**src/design/assert_macros.svh**
```systemverilog
// Assertion macros used by the frame table datapath.
`ifndef ASSERT_MACROS_SVH
`define ASSERT_MACROS_SVH

// Clocked check that is switched off while reset is held.
`define LRUPR_ASSERT(label, clk, rst_n, prop, msg) \
    label: assert property (@(posedge clk) disable iff (!rst_n) prop) else $error(msg);

// Clocked check that also holds during reset.
`define LRUPR_ASSERT_ALWAYS(label, clk, prop, msg) \
    label: assert property (@(posedge clk) prop) else $error(msg);

`endif

```
**src/design/lrupr_pkg.sv**
```systemverilog
// Types and constants shared by the frame table controller, datapath and top level.
package lrupr_pkg;

    localparam int PAGE_W  = 16;
    localparam int FRAME_W = 4;
    localparam int COUNT_W = 32;
    localparam int CFG_W   = 5;

    localparam logic [CFG_W-1:0] CFG_RESET = 5'd3;

    typedef struct packed {
        logic [PAGE_W-1:0] page;
        logic              end_of_string;
    } in_req_t;

    typedef struct packed {
        logic               hit;
        logic [FRAME_W-1:0] frame;
        logic               evicted_valid;
        logic [PAGE_W-1:0]  evicted_page;
        logic [COUNT_W-1:0] fault_count;
    } out_req_t;

    typedef enum logic [1:0] {
        ST_IDLE,
        ST_SCAN,
        ST_FINISH,
        ST_COMMIT
    } state_t;

    typedef struct packed {
        logic load;
        logic issue;
        logic commit;
    } cmd_t;

    typedef struct packed {
        logic last_issue;
        logic out_free;
    } status_t;

endpackage

```
**src/design/lrupr_ram.sv**
```systemverilog
// Generic single-write, single-read RAM with a registered read port.
module lrupr_ram #(
    parameter int WIDTH = 16,
    parameter int DEPTH = 16
) (
    input  logic                                   aclk,
    input  logic                                   wr_en,
    input  logic [((DEPTH > 1) ? $clog2(DEPTH) : 1)-1:0] wr_addr,
    input  logic [WIDTH-1:0]                       wr_data,
    input  logic [((DEPTH > 1) ? $clog2(DEPTH) : 1)-1:0] rd_addr,
    output logic [WIDTH-1:0]                       rd_data
);

    logic [WIDTH-1:0] mem [DEPTH];
    logic [WIDTH-1:0] rd_data_reg;

    // Write port and registered read port.
    always_ff @(posedge aclk) begin
        if (wr_en) begin
            mem[wr_addr] <= wr_data;
        end
        rd_data_reg <= mem[rd_addr];
    end

    assign rd_data = rd_data_reg;

endmodule

```
**src/design/lrupr_ctrl.sv**
```systemverilog
// Sequencer that steps each request through scan, finish and commit.
module lrupr_ctrl (
    input  logic               aclk,
    input  logic               aresetn,
    input  logic               s_valid,
    output logic               s_ready,
    input  lrupr_pkg::status_t st,
    output lrupr_pkg::cmd_t    cmd
);

    import lrupr_pkg::*;

    state_t state_reg;
    state_t state_next;

    // State register.
    always_ff @(posedge aclk) begin
        if (!aresetn) begin
            state_reg <= ST_IDLE;
        end else begin
            state_reg <= state_next;
        end
    end

    // Next state and commands.
    always_comb begin
        state_next = state_reg;
        cmd        = '0;
        s_ready    = 1'b0;
        case (state_reg)
            ST_IDLE: begin
                s_ready  = 1'b1;
                cmd.load = s_valid;
                if (s_valid) begin
                    state_next = ST_SCAN;
                end
            end
            ST_SCAN: begin
                cmd.issue = 1'b1;
                if (st.last_issue) begin
                    state_next = ST_FINISH;
                end
            end
            ST_FINISH: begin
                // The last page read is judged in this cycle.
                state_next = ST_COMMIT;
            end
            ST_COMMIT: begin
                if (st.out_free) begin
                    cmd.commit = 1'b1;
                    state_next = ST_IDLE;
                end
            end
            default: begin
                state_next = ST_IDLE;
            end
        endcase
    end

endmodule

```
**src/design/lrupr_datapath.sv**
```systemverilog
// Frame table datapath: page RAM, valid bits, recency ranks, scan unit and result register.
`include "assert_macros.svh"

module lrupr_datapath #(
    parameter int FRAMES_MAX = 16,
    parameter int PAGE_BITS  = 16
) (
    input  logic                          aclk,
    input  logic                          aresetn,
    input  logic                          cfg_wr_en,
    input  logic [lrupr_pkg::CFG_W-1:0]   cfg_wr_data,
    input  lrupr_pkg::in_req_t            s_req,
    input  lrupr_pkg::cmd_t               cmd,
    output lrupr_pkg::status_t            st,
    output logic                          m_valid,
    input  logic                          m_ready,
    output lrupr_pkg::out_req_t           m_req
);

    import lrupr_pkg::*;

    localparam int FIDX_W  = (FRAMES_MAX > 1) ? $clog2(FRAMES_MAX) : 1;
    localparam int RANK_W  = FIDX_W;
    localparam int MCNT_W  = $clog2(FRAMES_MAX + 1);
    localparam int CMP_W   = (MCNT_W > CFG_W) ? MCNT_W : CFG_W;
    localparam logic [CMP_W-1:0]  FRAMES_CMP = CMP_W'(FRAMES_MAX);
    localparam logic [FIDX_W-1:0] LAST_FRAME = FIDX_W'(FRAMES_MAX - 1);

    // Configuration and per-request registers.
    logic [CFG_W-1:0]     cfg_reg;
    logic [PAGE_BITS-1:0] page_reg;
    logic                 eos_reg;
    logic [FIDX_W-1:0]    m_last_reg;
    logic [FIDX_W-1:0]    m_last_next;

    // Scan unit.
    logic [FIDX_W-1:0]    scan_idx_reg;
    logic                 rd_valid_reg;
    logic [FIDX_W-1:0]    rd_idx_reg;
    logic [PAGE_BITS-1:0] rd_page;
    logic                 rd_frame_valid;
    logic [RANK_W-1:0]    rd_rank;

    logic                 hit_found_reg;
    logic [FIDX_W-1:0]    hit_idx_reg;
    logic [RANK_W-1:0]    hit_rank_reg;
    logic                 empty_found_reg;
    logic [FIDX_W-1:0]    empty_idx_reg;
    logic [RANK_W-1:0]    max_rank_reg;
    logic [FIDX_W-1:0]    max_idx_reg;
    logic [PAGE_BITS-1:0] max_page_reg;

    // Frame state.
    logic [FRAMES_MAX-1:0] valid_reg;
    logic [FRAMES_MAX-1:0] valid_next;
    logic [RANK_W-1:0]     rank_reg  [FRAMES_MAX];
    logic [RANK_W-1:0]     rank_next [FRAMES_MAX];
    logic [COUNT_W-1:0]    fault_reg;
    logic [COUNT_W-1:0]    fault_next;

    // Commit decision.
    logic [FIDX_W-1:0]  sel_frame;
    logic               evict;
    logic               age_all;
    logic [RANK_W-1:0]  old_rank;
    logic [COUNT_W-1:0] fault_new;

    // Result register.
    logic     out_valid_reg;
    out_req_t out_reg;

    // Configuration register; write it only while the block is idle (the block itself does not enforce this).
    always_ff @(posedge aclk) begin
        if (!aresetn) begin
            cfg_reg <= CFG_RESET;
        end else if (cfg_wr_en) begin
            cfg_reg <= cfg_wr_data;
        end
    end

    // Last frame index in use: a count of zero acts as one, and the count is capped.
    always_comb begin
        if (CMP_W'(cfg_reg) == '0) begin
            m_last_next = '0;
        end else if (CMP_W'(cfg_reg) > FRAMES_CMP) begin
            m_last_next = LAST_FRAME;
        end else begin
            m_last_next = FIDX_W'(CMP_W'(cfg_reg) - CMP_W'(1));
        end
    end

    // Request capture and scan address counter.
    always_ff @(posedge aclk) begin
        if (cmd.load) begin
            page_reg   <= PAGE_BITS'(s_req.page);
            eos_reg    <= s_req.end_of_string;
            m_last_reg <= m_last_next;
        end
        if (cmd.load) begin
            scan_idx_reg <= '0;
        end else if (cmd.issue) begin
            scan_idx_reg <= scan_idx_reg + FIDX_W'(1);
        end
        rd_idx_reg <= scan_idx_reg;
    end

    always_ff @(posedge aclk) begin
        if (!aresetn) begin
            rd_valid_reg <= 1'b0;
        end else begin
            rd_valid_reg <= cmd.issue;
        end
    end

    assign st.last_issue = (scan_idx_reg == m_last_reg);
    assign st.out_free   = !out_valid_reg || m_ready;

    // Page store; only misses write it.
    lrupr_ram #(
        .WIDTH (PAGE_BITS),
        .DEPTH (FRAMES_MAX)
    ) u_page_ram (
        .aclk    (aclk),
        .wr_en   (cmd.commit && !hit_found_reg),
        .wr_addr (sel_frame),
        .wr_data (page_reg),
        .rd_addr (scan_idx_reg),
        .rd_data (rd_page)
    );

    assign rd_frame_valid = valid_reg[rd_idx_reg];
    assign rd_rank        = rank_reg[rd_idx_reg];

    // Scan results: first match, first empty frame, first oldest frame.
    always_ff @(posedge aclk) begin
        if (!aresetn) begin
            hit_found_reg   <= 1'b0;
            empty_found_reg <= 1'b0;
        end else if (cmd.load) begin
            hit_found_reg   <= 1'b0;
            empty_found_reg <= 1'b0;
        end else if (rd_valid_reg) begin
            if (!hit_found_reg && rd_frame_valid && (rd_page == page_reg)) begin
                hit_found_reg <= 1'b1;
            end
            if (!empty_found_reg && !rd_frame_valid) begin
                empty_found_reg <= 1'b1;
            end
        end
    end

    always_ff @(posedge aclk) begin
        if (rd_valid_reg) begin
            if (!hit_found_reg && rd_frame_valid && (rd_page == page_reg)) begin
                hit_idx_reg  <= rd_idx_reg;
                hit_rank_reg <= rd_rank;
            end
            if (!empty_found_reg && !rd_frame_valid) begin
                empty_idx_reg <= rd_idx_reg;
            end
            // Frame zero seeds the search; later frames replace it only when strictly older.
            if ((rd_idx_reg == '0) || (rd_rank > max_rank_reg)) begin
                max_rank_reg <= rd_rank;
                max_idx_reg  <= rd_idx_reg;
                max_page_reg <= rd_page;
            end
        end
    end

    // Frame chosen for this request and the rank threshold for aging.
    always_comb begin
        evict   = !hit_found_reg && !empty_found_reg;
        age_all = !hit_found_reg && empty_found_reg;
        if (hit_found_reg) begin
            sel_frame = hit_idx_reg;
            old_rank  = hit_rank_reg;
        end else if (empty_found_reg) begin
            sel_frame = empty_idx_reg;
            old_rank  = '0;
        end else begin
            sel_frame = max_idx_reg;
            old_rank  = max_rank_reg;
        end
        if (hit_found_reg || (fault_reg == '1)) begin
            fault_new = fault_reg;
        end else begin
            fault_new = fault_reg + COUNT_W'(1);
        end
    end

    // Promotion of the chosen frame; an end of string clears the table instead.
    always_comb begin
        for (int j = 0; j < FRAMES_MAX; j++) begin
            valid_next[j] = valid_reg[j];
            rank_next[j]  = rank_reg[j];
            if (cmd.commit) begin
                if (eos_reg) begin
                    valid_next[j] = 1'b0;
                    rank_next[j]  = '0;
                end else if (FIDX_W'(j) == sel_frame) begin
                    valid_next[j] = 1'b1;
                    rank_next[j]  = '0;
                end else if (valid_reg[j] && (age_all || (rank_reg[j] < old_rank))) begin
                    rank_next[j] = rank_reg[j] + RANK_W'(1);
                end
            end
        end
        fault_next = fault_reg;
        if (cmd.commit) begin
            fault_next = eos_reg ? '0 : fault_new;
        end
    end

    always_ff @(posedge aclk) begin
        if (!aresetn) begin
            valid_reg <= '0;
            fault_reg <= '0;
            for (int j = 0; j < FRAMES_MAX; j++) begin
                rank_reg[j] <= '0;
            end
        end else begin
            valid_reg <= valid_next;
            fault_reg <= fault_next;
            for (int j = 0; j < FRAMES_MAX; j++) begin
                rank_reg[j] <= rank_next[j];
            end
        end
    end

    // Result register, loaded at commit and freed when taken.
    always_ff @(posedge aclk) begin
        if (!aresetn) begin
            out_valid_reg <= 1'b0;
        end else if (cmd.commit) begin
            out_valid_reg <= 1'b1;
        end else if (m_ready) begin
            out_valid_reg <= 1'b0;
        end
    end

    always_ff @(posedge aclk) begin
        if (cmd.commit) begin
            out_reg.hit           <= hit_found_reg;
            out_reg.frame         <= FRAME_W'(sel_frame);
            out_reg.evicted_valid <= evict;
            out_reg.evicted_page  <= evict ? PAGE_W'(max_page_reg) : '0;
            out_reg.fault_count   <= fault_new;
        end
    end

    assign m_valid = out_valid_reg;
    assign m_req   = out_reg;

    // A commit never overwrites a result that is still waiting.
    `LRUPR_ASSERT(a_commit_slot_free, aclk, aresetn, cmd.commit |-> (!out_valid_reg || m_ready), "commit while result pending")
    // The chosen frame always lies among the frames in use.
    `LRUPR_ASSERT(a_frame_in_use, aclk, aresetn, cmd.commit |-> (sel_frame <= m_last_reg), "chosen frame outside frames in use")
    // Outside an end of string, the chosen frame is valid after commit.
    `LRUPR_ASSERT(a_frame_valid_after, aclk, aresetn, (cmd.commit && !eos_reg) |=> valid_reg[$past(sel_frame)], "chosen frame not valid")
    // Outside an end of string, a hit leaves the fault count unchanged.
    `LRUPR_ASSERT(a_hit_no_fault, aclk, aresetn, (cmd.commit && hit_found_reg && !eos_reg) |=> (fault_reg == $past(fault_reg)), "fault counted on hit")

endmodule

```
**src/design/lru_page_replacement_core.sv**
```systemverilog
// Top level of the least-recently-used page frame table.
//
//   Channel  Direction  Handshake              Contents
//   s_       in         s_valid / s_ready      one page reference request
//   m_       out        m_valid / m_ready      hit, frame, eviction, fault count
//   cfg_     in         cfg_wr_en              frames_in_use, 5 bits
//
// A request is accepted only once the previous one has committed; the scan reads
// the page of each frame in use, one page per cycle, from the page RAM and judges
// it against the valid bits and ranks.
// Reset clears valid bits, ranks, the fault count and sets frames_in_use to 3;
// the page RAM is not cleared, since unwritten frames are never valid.
// A result waits in the output register while the next request is scanned; that
// request commits once the waiting result has been taken.
module lru_page_replacement_core #(
    parameter int FRAMES_MAX = 16,
    parameter int PAGE_BITS  = 16
) (
    input  logic                        aclk,
    input  logic                        aresetn,
    input  logic                        cfg_wr_en,
    input  logic [lrupr_pkg::CFG_W-1:0] cfg_wr_data,
    input  logic                        s_valid,
    output logic                        s_ready,
    input  lrupr_pkg::in_req_t          s_req,
    output logic                        m_valid,
    input  logic                        m_ready,
    output lrupr_pkg::out_req_t         m_req
);

    import lrupr_pkg::*;

    cmd_t    cmd;
    status_t st;

    // Sequencer.
    lrupr_ctrl u_ctrl (
        .aclk    (aclk),
        .aresetn (aresetn),
        .s_valid (s_valid),
        .s_ready (s_ready),
        .st      (st),
        .cmd     (cmd)
    );

    // Frame table and result register.
    lrupr_datapath #(
        .FRAMES_MAX (FRAMES_MAX),
        .PAGE_BITS  (PAGE_BITS)
    ) u_datapath (
        .aclk        (aclk),
        .aresetn     (aresetn),
        .cfg_wr_en   (cfg_wr_en),
        .cfg_wr_data (cfg_wr_data),
        .s_req       (s_req),
        .cmd         (cmd),
        .st          (st),
        .m_valid     (m_valid),
        .m_ready     (m_ready),
        .m_req       (m_req)
    );

endmodule
```
**config.mk**
```make
export PLATFORM = sky130hd
export DESIGN_NAME = lru_page_replacement_core
export DESIGN_NICKNAME = d
export VERILOG_FILES = /design/src/design/lrupr_pkg.sv /design/src/design/lrupr_ram.sv /design/src/design/lrupr_ctrl.sv /design/src/design/lrupr_datapath.sv /design/src/design/lru_page_replacement_core.sv
export VERILOG_INCLUDE_DIRS = /design/src /design/src/design
export SDC_FILE = /design/constraint.sdc
export NUM_CORES = 1
export LEC_CHECK = 0
export ABC_AREA = 1
export BUFFER_PORTS_ARGS = -buffer_cell sky130_fd_sc_hd__buf_2
export CORE_MARGIN = 2
export CORE_UTILIZATION = 60
export DETAILED_ROUTE_END_ITERATION = 12
export PLACE_DENSITY = 0.82
export SETUP_SLACK_MARGIN = 0.05
export SLEW_MARGIN = 0
export SYNTH_ARGS = -nofsm -noshare
export SYNTH_HDL_FRONTEND = slang
export SYNTH_SLANG_ARGS = --single-unit
```
**constraint.sdc**
```tcl
create_clock -name aclk -period 9.12 [get_ports aclk]
set_input_delay 1.824 -clock aclk [delete_from_list [all_inputs] [get_ports aclk]]
set_output_delay 1.824 -clock aclk [all_outputs]
set_load 0.01 [all_outputs]
```
# [Yosys cells after proc, flatten, opt, wreduce, memory -nomap -nowiden]
# Memory sizes are Yosys's and may differ from the RTL's. A register that Yosys moved wholly into a read port is not among the register bits.
# Index checks and enable logic that the tools add are counted.
[word_totals] ff_bits=178 ram_bits=320 input_bits=27 out_inout_bits=56 memories=2
[mem_list] name="u_datapath.u_page_ram.mem" words=16 word_bits=16 read_ports=1 rd_ports_with_merged_regs=1 wr=1 line_no="lrupr_ram.sv:14" rtl="logic [WIDTH-1:0] mem [DEPTH];"
[mem_list] name="u_datapath.rank_reg" words=16 word_bits=4 read_ports=17 rd_ports_with_merged_regs=1 wr=16 line_no="lrupr_datapath.sv:56" rtl="logic [RANK_W-1:0] rank_reg [FRAMES_MAX];"
[op_classes] add_sub_neg=19 n_lt_le_gt_ge=19 n_eq_ne=24 mux=136 n_bitwise=17 reduce_logical=87
[op_table] op="two-way mux 4 bit" count=85
[op_table] op="adder 4 x 1 -> 4 bit, second input constant" count=17
[op_table] op="less-than comparator 4 bit" count=16
[op_table] op="two-way mux 32 bit" count=2
[op_table] op="two-way mux 1 bit" count=44
[op_table] op="AND reduction 2 bit" count=19
[op_table] op="nonzero test 2 bit" count=17
[op_table] op="adder 32 x 1 -> 32 bit, second input constant" count=1
[op_table] op="== test 32 bit, second input constant" count=1
[op_table] op="== test 4 bit, first input constant" count=8
[op_table] op="logical AND 1 bit" count=22
[op_table] op="logical OR 1 bit" count=19
[op_table] op="== test 16 bit" count=1
[op_table] op="== test 3 x 4 -> 1 bit, first input constant" count=4
[op_table] op="OR 1 bit" count=16
[op_table] op="== test 2 x 4 -> 1 bit, first input constant" count=2
[op_table] op="logical NOT 4 bit" count=2
[op_table] op="case mux 2 bit (4 select lines)" count=1
[op_table] op="two-way mux 2 bit" count=3
[op_table] op="!= test 2 bit, second input constant" count=3
[op_table] op="> comparator 5 bit, second input constant" count=1
[op_table] op="logical NOT 5 bit" count=1
[op_table] op="less-than comparator 4 x 5 -> 1 bit, second input constant" count=1
[op_table] op="binary-select mux 1 bit (select 4 bit)" count=1
[op_table] op="11 further kinds" count=15

# [Depth between registers and ports, before layout]
# Gate-level depths: netlist of run 1.
[depth] word_depth=10 ltp_mapped=15 mapped_depth_nobuf=13

# [Cells and area by module]
# From an unflattened synthesis of run 1, not the netlist that was laid out.
[unflattened] cells_unflattened=2931 hier_area_um2=25633.3
[by_module_without_submodules] module="lrupr_datapath" instances=1 cells_per_inst=1829 area_each_um2=14068.5 seq_area_each_um2=5915.7
[by_module_without_submodules] module="lrupr_ram" instances=1 cells_per_inst=1074 area_each_um2=11380.9 seq_area_each_um2=8007.7
[by_module_without_submodules] module="lrupr_ctrl" instances=1 cells_per_inst=28 area_each_um2=183.9 seq_area_each_um2=40.0

# [Worst setup path after synthesis of run 1]
# No wires, ideal clock.
[synth_timing] path_kind="input to register" from="input m_ready" to="memory u_datapath.rank_reg[12][0] in the netlist's numbering" setup_time_ps=117 t_arrival_ps=4583 t_required_ps=9003 path_slack_ps=4420 stages=8 path_buffers=1 cell_sequence="inv_1 > nand2_1 > nand2_1 > clkinv_1 > clkbuf_1 > nand2_1 > a21oi_1 > nor2_1"
[synth_rtl] element="start, declared" line_no="lru_page_replacement_core.sv:27" rtl="input logic m_ready,"
[synth_rtl] element="end, declared" line_no="lrupr_datapath.sv:56"

# [Worst setup path in the final report of run 1]
[layout_timing] from="register u_datapath.rd_idx_reg[0]" to="register u_datapath.max_page_reg[7] (enable)"
[layout_between] elab_chain_cells=3
[layout_rtl] element="start, declared" line_no="lrupr_datapath.sv:39" rtl="logic [FIDX_W-1:0] rd_idx_reg;"
[layout_rtl] element="start signal, assigned" line_no="lrupr_datapath.sv:104" rtl="rd_idx_reg <= scan_idx_reg;"
[layout_rtl] element="logical NOT 4 bit" line_no="lrupr_datapath.sv:162" rtl="if ((rd_idx_reg == '0) || (rd_rank > max_rank_reg)) begin"
[layout_rtl] element="logical OR 1 bit" line_no="lrupr_datapath.sv:162"
[layout_rtl] element="AND reduction 2 bit (no source line)"
[layout_rtl] element="end signal, assigned" line_no="lrupr_datapath.sv:165" rtl="max_page_reg <= rd_page;"
[layout_rtl] element="end, declared" line_no="lrupr_datapath.sv:51" rtl="logic [PAGE_BITS-1:0] max_page_reg;"
# Every way passes these cells.
# A chain may end at the register's enable or synchronous reset.

==> summary.md, run 1 <==
| Metric | Value |
|---|---|
| Status | `finished clean` |
| Clk Latency, worst-skew pair | `0.64 ns` |
| Vias in the first global route | `18510` |
| DP HPWL | `40800 um` |
| Post-Syn Area | `24490 um2` |
| Filler cell count | `2948` |
| Synth area leaders | `edfxtp_1 (45%), dfxtp_1 (12%), nand2_1 (6.9%)` |
| Final instance area | `roughly 27000 um2` |
| DRT Wirelength | `64910 um` |
| Syn. warnings | `0` |
| DRT antenna net count | `0` |
| Post-route minimum period | `4.050 ns` |
| Delay of the slowest critical-path stage | `0.60 ns` |
| Switching power | `~2.2 mW` |
| Max-slew headroom | `between 10% and 20%` |
| Cell with the most instances after synthesis | `nand2_1` |
| Post-Synth XOR/XNOR Area | `1.896%` |
| Flops & latches, synth | `514` |
| DR top layer | `met4` |
| Die Y | `206.0 um` |
| Mux cell area share after synthesis | `2.616%` |
| Die Area | `42450 um2` |
| PwrDens | `250.7 nW/um2` |
| Clk sink count | `just over 500` |
| Top post-synthesis cells by count | `nand2_1 (450), edfxtp_1 (367), inv_1 (311), a21oi_1 (214), nand3_1 (214)` |
| Post-synthesis simple-gate area fraction | `18.26%` |
| Worst setup EP type | `flip-flop` |
| Final net count | `2746` |
| Final Slew Violations | `0` |
| I/O pins | `83` |
| Sw Share | `between 30 and 40%` |
| Max reg flops | `256` |
| Seq pwr share | `41.6%` |
| Comb power frac | `23.4%` |
| Routed wl met2 | `30810 um` |
| Peak VDD IR | `0.0002051 V` |
| Die Width | `206.0 um` |
| Setup_tns | `0 ns` |
| Worst Clk Skew | `0.05425 ns` |
| Wire length on met3 | `between 6000 and 7000 um` |
| Top FF cell, synth | `edfxtp_1` |
| Congestion Overflow GR | `0` |
| Share of power burned in the clock network | `between 30% and 40%` |
| Asr flop ratio synth | `0%` |
| Total design power | `between 6 and 7 mW` |
| Setup Buffers After CTS | `0` |
| Final GP Congestion | `a little over 0.9` |
| Worst Max-Slew Pin Slew | `between 1 and 1.5 ns` |
| Fraction of layout cells with a size suffix above 1 | `10.54%` |
| Synth top area share | `45.00%` |
| Critical Path RT | `about 9.4 ns` |
| CTS H-tree lvls | `2` |
| TritonCTS clock tree | `done` |
| Clock Tree Buf Depth | `3` |
| Critical path class | `flip-flop to flip-flop` |
| Final hold vios | `0` |
| Main combinational cell family by area after synthesis | `simple AND/OR/NAND/NOR gates` |
| Post-cts gate resize count | `0` |
| Num rows | `74` |
| DR pass1 iterations | `6` |
| Final period util | `44.41%` |
| Adder-Cell Fraction of Synth Area | `3.015%` |
| Crit-path slowest cell | `inv_1` |
| DRC viols | `0` |
| RSZ-0062 raised after global routing | `false` |
| Tightest Hold Check Type | `flip-flop to flip-flop` |
| Yosys cell types | `43` |
| Clock-pin slew on the worst setup and hold paths | `approximately 0.06 ns` |
| Top cell type by total area after synthesis | `edfxtp_1` |
| Initial antenna violation count | `1` |
| Syn Area/Cell | `9.430 um2` |
| Overall Global Routing Usage | `30.57%` |
| Routed vias | `19540` |
| Num CTS Buffers | `52` |
| FMAX | `246.9 MHz` |
| P_leak | `around 11 nW` |
| Post-synthesis sequential area ratio | `57.02%` |
| CTS Hold Buffers Added | `0` |
| Crit-path max FO | `between 40 and 50` |
| Synth Area in Compound Gates | `slightly above 10%` |
| Vias/cell | `slightly above 6` |
| Clk Tree Root Cell | `clkbuf_16` |
| Area delta synth->final | `11.82%` |
| DR iter-0 viols | `around 2500` |
| Max_cap viols | `0` |
| Post-layout util | `~68%` |
| PortBufs | `82` |
| Avg WL per Cell | `20.06 um` |
| Ordered list of cells on the worst path | `buf_4, inv_1, nor2_1, o22ai_1, o211ai_1, nand3_1, ha_1, nand2_1, o21bai_1, nand2_1, o21ai_0, a21oi_2, buf_4` |
| Gate Count Post-Synth | `2597` |
| DP Area | `25400 um2` |
| First-pass GRT wire length | `99260 um` |
| Metal1 wirelength | `between 20000 and 25000 um` |
| Internal power | `4.644 mW` |
| WP data arrival | `~4.3 ns` |
| Setup crit start kind | `flip-flop` |
| Synthesized Nets | `about 2700` |
| Initial Util | `between 60 and 70%` |
| Core region area | `40550 um2` |
| Post-synth EDFFs | `around 370` |
| Largest net degree at the start of global routing | `slightly below 100` |
| # setup viols final | `0` |
==> final timing paths <==
path,start,endpoint,slack (ns),cells after the start
min reg2reg,u_datapath.scan_idx_reg[0]$_SDFFE_PP0P_,u_datapath.rd_idx_reg[0]$_DFF_P_,0.43,0
min,u_datapath.scan_idx_reg[0]$_SDFFE_PP0P_,u_datapath.rd_idx_reg[0]$_DFF_P_,0.43,0
max reg2reg,u_datapath.rd_idx_reg[0]$_DFF_P_,u_datapath.max_page_reg[7]$_DFFE_PP_,5.07,13
max,u_datapath.rd_idx_reg[0]$_DFF_P_,u_datapath.max_page_reg[7]$_DFFE_PP_,5.07,13
==> metal layers <==
layer,GRT usage (%),vias to the layer above
met5,0,-
met4,15.97,0
met3,5.535,227
met2,50.23,1179
met1,38.79,9136
li1,-,9000
==> stage by stage <==
step	hold slack, ns	setup WS, ns	cells
finish	0.4301	5.070	3236
floorplan	0.3290	4.420	2597
CTS	0.4352	5.287	3235
global route	0.4382	4.869	3235
detailed placement	0.4176	4.845	3138
global placement	0.4200	4.887	3138
==> layout make-up <==
type / instances / area, um2 / share of cell area, %
Tap cell: 532 / 665.6 / 2.431
Clock buffer: 71 / 1570 / 5.734
Antenna cell: 1 / 2.502 / 0.009138
Sequential cell: 514 / 13970 / 51.01
Inverter: 327 / 1227 / 4.482
Clock inverter: 26 / 409.1 / 1.494
Multi-Input combinational cell: 1654 / 8911 / 32.54
Timing Repair Buffer: 111 / 628.1 / 2.294
==> critical path: cells and delay by family (launching register included) <==
kind,cells,cell delay (ns)
AOI/OAI and AO/OA,5,0.94
adders and majority gates,1,0.37
buffers and inverters,3,1.32
DFF,1,0.33
and+or+nand+nor,4,0.68
==> cells in the final DEF, fill, tap and decap left out, types with 58 or more instances in the layout <==
cell type,netlist,final
ha_1,59,59
clkbuf_16,0,58
o21ai_0,136,136
edfxtp_1,367,367
nor2_1,213,201
nand2_1,450,449
o211ai_1,66,66
a21oi_1,214,213
nand3_1,214,214
inv_1,311,310
buf_2,20,82
mux2i_1,64,64
dfxtp_1,147,144
==> power groups by stage <==
stage | Sequential (mW) | Combinational [mW] | Clock, mW
floorplan | 2.89 | 1.02 | 0
detailed placement | 2.90 | 1.54 | 0
global placement | 2.89 | 1.49 | 0
CTS | 2.85 | 1.56 | 2.42
finish | 2.85 | 1.60 | 2.41
global route | 2.87 | 1.74 | 2.52
==> logic make-up (layout without fill, tap and decap cells) <==
family	after synthesis	in the layout
and+or+nand+nor	1022	1022
DFF	514	514
AOI/OAI and AO/OA	456	456
buffers and inverters	429	535
muxes	64	64
adders and majority gates	59	59
xor gates and xnor gates	53	53
other	0	1
Note: power is estimated with default switching activity, not from simulation.
==> run 2: changes to the inputs <==
- ABC_AREA: 1 -> 0
- PLACE_DENSITY: 0.82 -> 0.83
- clock period: 9.12 -> 3.85 ns (I/O delays scaled with it)
==> run 2 against run 1 <==
Compared with the run above:
- die area decreased by 7.0%
- worst hold slack lost 0.10 ns
- critical path depth is 3 lower
- synthesized area down 7.1%
- sequential power grew 140%
- maximum frequency up 15%
- clock power increased by 100%
- largest power group unchanged
- routed wire length is 13% lower
- sequential share of layout area rose by 3.4 points
- critical endpoint is now u_datapath.max_page_reg[13]$_DFFE_PP_
- sequential cell count is the same
- combinational power rose by 58%
==> summary.md, run 2 <==
| Metric | Value |
|---|---|
| Num CTS Buffers | `51 (-1.9%)` |
| Worst reg2reg path endpoint | `u_datapath.max_page_reg[13]$_DFFE_PP_` |
| Final net count | `1811 (-34%)` |
| Hold Path Sink | `u_datapath.page_reg[15]$_DFFE_PP_` |
| # setup viols final | `0 (unchanged)` |
| DRC viols | `0 (unchanged)` |
| Hold Path Stages | `1 (+1)` |
| Reg2Reg Setup Slack | `0.32 ns (-4.75 ns)` |
| Peak VDD IR | `0.0005065 V (+150%)` |
| Num rows | `71 (-4.1%)` |
| Routed vias | `15140 (-23%)` |
| Most frequent cells in the layout | `edfxtp_1 (367), dfxtp_1 (145), mux4_2 (104), nor2_1 (88), nand2_1 (84)` |
| Clk Tree Root Cell | `clkbuf_16` |
| Clock-pin slew on the worst setup and hold paths | `0.06 ns (about the same)` |
| Worst setup EP type | `flip-flop` |
| Yosys cell types | `76 (+77%)` |
| Congestion Overflow GR | `0 (unchanged)` |
| Clock Tree Buf Depth | `3 (unchanged)` |
| Max_cap viols | `0 (unchanged)` |
| Largest net degree at the start of global routing | `69 (-29%)` |
| Area delta synth->final | `12.84%` |
| Top cell type by total area after synthesis | `edfxtp_1` |
| Start point of the critical path | `u_datapath.rd_idx_reg[0]$_DFF_P_` |
| Diodes inserted | `0 (-1)` |
| Synth top area share | `48.45% (+3.4 points)` |
| Fraction of layout cells with a size suffix above 1 | `21.15% (+11 points)` |
| Final Slew Violations | `0 (unchanged)` |
| Final period util | `91.63% (+47 points)` |
| Die Area | `39480 um2 (-7.0%)` |
| Setup Buffers After CTS | `0 (unchanged)` |
| Comb power frac | `17.7% (-5.7 points)` |
| FMAX | `283.5 MHz (+15%)` |
| DR iter-0 viols | `1840 (-27%)` |
| CP top delay family | `multiplexers` |
| Filler cell count | `2443 (-17%)` |
| Setup_tns | `0 ns (unchanged)` |
| Syn Area/Cell | `14.08 um2 (+49%)` |
| Worst Max-Slew Pin Slew | `1.057 ns (-0.2110 ns)` |
| Sum of buffers and inverters on the critical path | `1 (-2)` |
| DP HPWL | `34390 um (-16%)` |
| PwrDens | `555.1 nW/um2 (+120%)` |
| Final GP Congestion | `0.9175 (-1.4%)` |
| Synthesized Nets | `1701 (-37%)` |
| DR top layer | `met4` |
| Asr flop ratio synth | `0% (unchanged)` |
| Wire length on met3 | `5392 um (-22%)` |
| Sw Share | `27.90% (-4.4 points)` |
| Avg WL per Cell | `24.67 um (+23%)` |
| Post-layout util | `68.47% (+0.94 points)` |
| Status | `finished clean` |
| I/O pins | `83 (unchanged)` |
| CTS Hold Buffers Added | `0 (unchanged)` |
| Crit-path max FO | `24 (-45%)` |
| Initial antenna violation count | `0 (-1)` |
| Die Y | `198.7 um (-3.6%)` |
| WP data arrival | `3.76 ns (-0.55 ns)` |
| Post-cts gate resize count | `0 (unchanged)` |
| DRT antenna net count | `0 (unchanged)` |
| Final hold vios | `0 (unchanged)` |
| Metal1 wirelength | `20850 um (-13%)` |
| Synth area leaders | `edfxtp_1 (48%), dfxtp_1 (13%), mux4_2 (10%)` |
| HP Start | `s_req[16]` |
| Max reg flops | `256 (unchanged)` |
| Post-synth EDFFs | `367 (unchanged)` |
| Top post-synthesis cells by count | `edfxtp_1 (367), dfxtp_1 (147), mux4_2 (104), nor2_1 (90), nand2_1 (84)` |
| TritonCTS clock tree | `done` |
| Post-route minimum period | `3.528 ns (-0.5221 ns)` |
| Delay of the slowest critical-path stage | `0.65 ns (+0.05 ns)` |
| Internal power | `10.27 mW (+120%)` |
| Setup crit start kind | `flip-flop` |
| Commonest non-fill, non-tap cell in the layout | `edfxtp_1` |
| Cell with the most instances after synthesis | `edfxtp_1` |
| DR pass1 iterations | `6 (unchanged)` |
| Clk Latency, worst-skew pair | `0.62 ns (-0.02 ns)` |
| Top FF cell, synth | `edfxtp_1` |
| Post-Syn Area | `22750 um2 (-7.1%)` |
| Critical path class | `flip-flop to flip-flop` |
| Flops & latches, synth | `514 (unchanged)` |
| Crit-path slowest cell | `o21a_2` |
| Vias in the first global route | `15080 (-19%)` |
| Worst Clk Skew | `0.02709 ns (-0.02716 ns)` |
| Die Width | `198.7 um (-3.6%)` |
| Share of power burned in the clock network | `33.9% (-1.2 points)` |
| Switching power | `3.975 mW (+79%)` |
| Critical Path RT | `4.08 ns (-5.30 ns)` |
| Routed wl met2 | `27930 um (-9.4%)` |
| Seq pwr share | `48.4% (+6.8 points)` |
| Core region area | `37490 um2 (-7.6%)` |
| Tightest Hold Check Type | `input pin to flip-flop` |
| Max-slew headroom | `29.44% (+14 points)` |
| PortBufs | `82 (unchanged)` |
| Initial Util | `60.67% (+0.29 points)` |
| Clk sink count | `514 (unchanged)` |
| RR Startpoint | `u_datapath.rd_idx_reg[0]$_DFF_P_` |
| Vias/cell | `6.645 (+10%)` |
| First-pass GRT wire length | `86900 um (-12%)` |
| Ordered list of cells on the worst path | `buf_4, mux4_2, mux4_2, ha_1, nor2b_1, o21ai_0, nand2b_1, a21oi_1, a41oi_1, o21a_2` |
| DRT Wirelength | `56220 um (-13%)` |
| Overall Global Routing Usage | `29.29% (-1.3 points)` |
| CTS H-tree lvls | `2 (unchanged)` |
| Syn. warnings | `0 (unchanged)` |
| Post-synthesis sequential area ratio | `61.39% (+4.4 points)` |
| RSZ-0062 raised after global routing | `false` |
| Gate Count Post-Synth | `1615 (-38%)` |
| Critical Path Most Common Cell | `mux4_2` |
| R2r worst-path depth | `10 (-3)` |
| P_leak | `8.750 nW (-18%)` |
[run 2: cell count changes after synthesis, moves of 35 or more]
cell and change:
o21ai_0 -90, nand4_1 -35, mux4_2 +104, nand2_1 -366, a21oi_1 -156, inv_1 -292, nor2_1 -123, nand3_1 -141
mux2i_1 -44, o211ai_1 -48
[run 2: per-stage QoR]
stage | worst slack, ns | area (um2) | hold WS (ns) | cells | power [mW]
after global placement | 0.3611 | 24050 | 0.4344 | 2183 | 9.343
after CTS | 0.3181 | 25670 | 0.3037 | 2279 | 14.28
after detailed placement | 0.3280 | 24050 | 0.4410 | 2183 | 9.465
after global routing | 0.09150 | 25670 | 0.3032 | 2279 | 14.71
after floorplan | 0.2011 | 22750 | 0.3290 | 1615 | 8.538
final | 0.3223 | 25670 | 0.3291 | 2279 | 14.25
[run 2: cells by family (layout without fill, tap and decap cells)]
kind of cell | count (synthesis) | in the layout | synth area share, %
AOI/OAI and AO/OA | 273 | 273 | 8.433
xor gates and xnor gates | 60 | 60 | 2.310
adders and majority gates | 59 | 59 | 3.246
buffers and inverters | 114 | 267 | 1.969
DFF | 514 | 514 | 61.39
muxes | 133 | 133 | 11.62
and+or+nand+nor | 462 | 462 | 11.03
[run 2: worst register-to-register path: stages (launching register included)]
cell,delay (ns)
dfxtp_1,0.38
buf_4,0.23
mux4_2,0.54
mux4_2,0.52
ha_1,0.31
nor2b_1,0.11
o21ai_0,0.08
nand2b_1,0.09
a21oi_1,0.06
a41oi_1,0.16
o21a_2,0.65
[run 2: area by class of cell]
class | count | area, um2 | area share, %
clock buffer | 75 | 1376 | 5.362
clock inverter | 21 | 242.7 | 0.9457
inverter | 24 | 91.34 | 0.3559
multi-input combinational | 987 | 8401 | 32.73
sequential | 514 | 13970 | 54.42
tap | 511 | 639.4 | 2.491
timing repair buffer | 147 | 948.4 | 3.695
[run 2: layer usage]
metal  vias up  GRT usage (%)
li1       6587              -
met1      7469          37.45
met2       924          49.03
met3       164          6.731
met4         0          11.14
met5         -              0
[run 2: power groups by stage]
stage,Clock [mW],Combinational [mW],Sequential [mW]
detailed placement,0,2.48,6.98
floorplan,0,1.77,6.77
finish,4.83,2.53,6.89
global placement,0,2.40,6.94
CTS,4.88,2.52,6.88
global route,5.10,2.68,6.94
[run 2: worst max path at each step]
stage                                            end  slack, ns  cells past startpoint
2_1_floorplan  u_datapath.valid_reg[11]$_SDFFE_PN0P_       0.20                      7
3_3_place_gp    u_datapath.max_page_reg[7]$_DFFE_PP_       0.36                     10
3_5_place_dp    u_datapath.max_page_reg[7]$_DFFE_PP_       0.33                     10
4_1_cts          u_datapath.max_idx_reg[1]$_DFFE_PP_       0.32                     10
5_1_grt         u_datapath.max_page_reg[8]$_DFFE_PP_       0.09                     10
6_report       u_datapath.max_page_reg[13]$_DFFE_PP_       0.32                     10
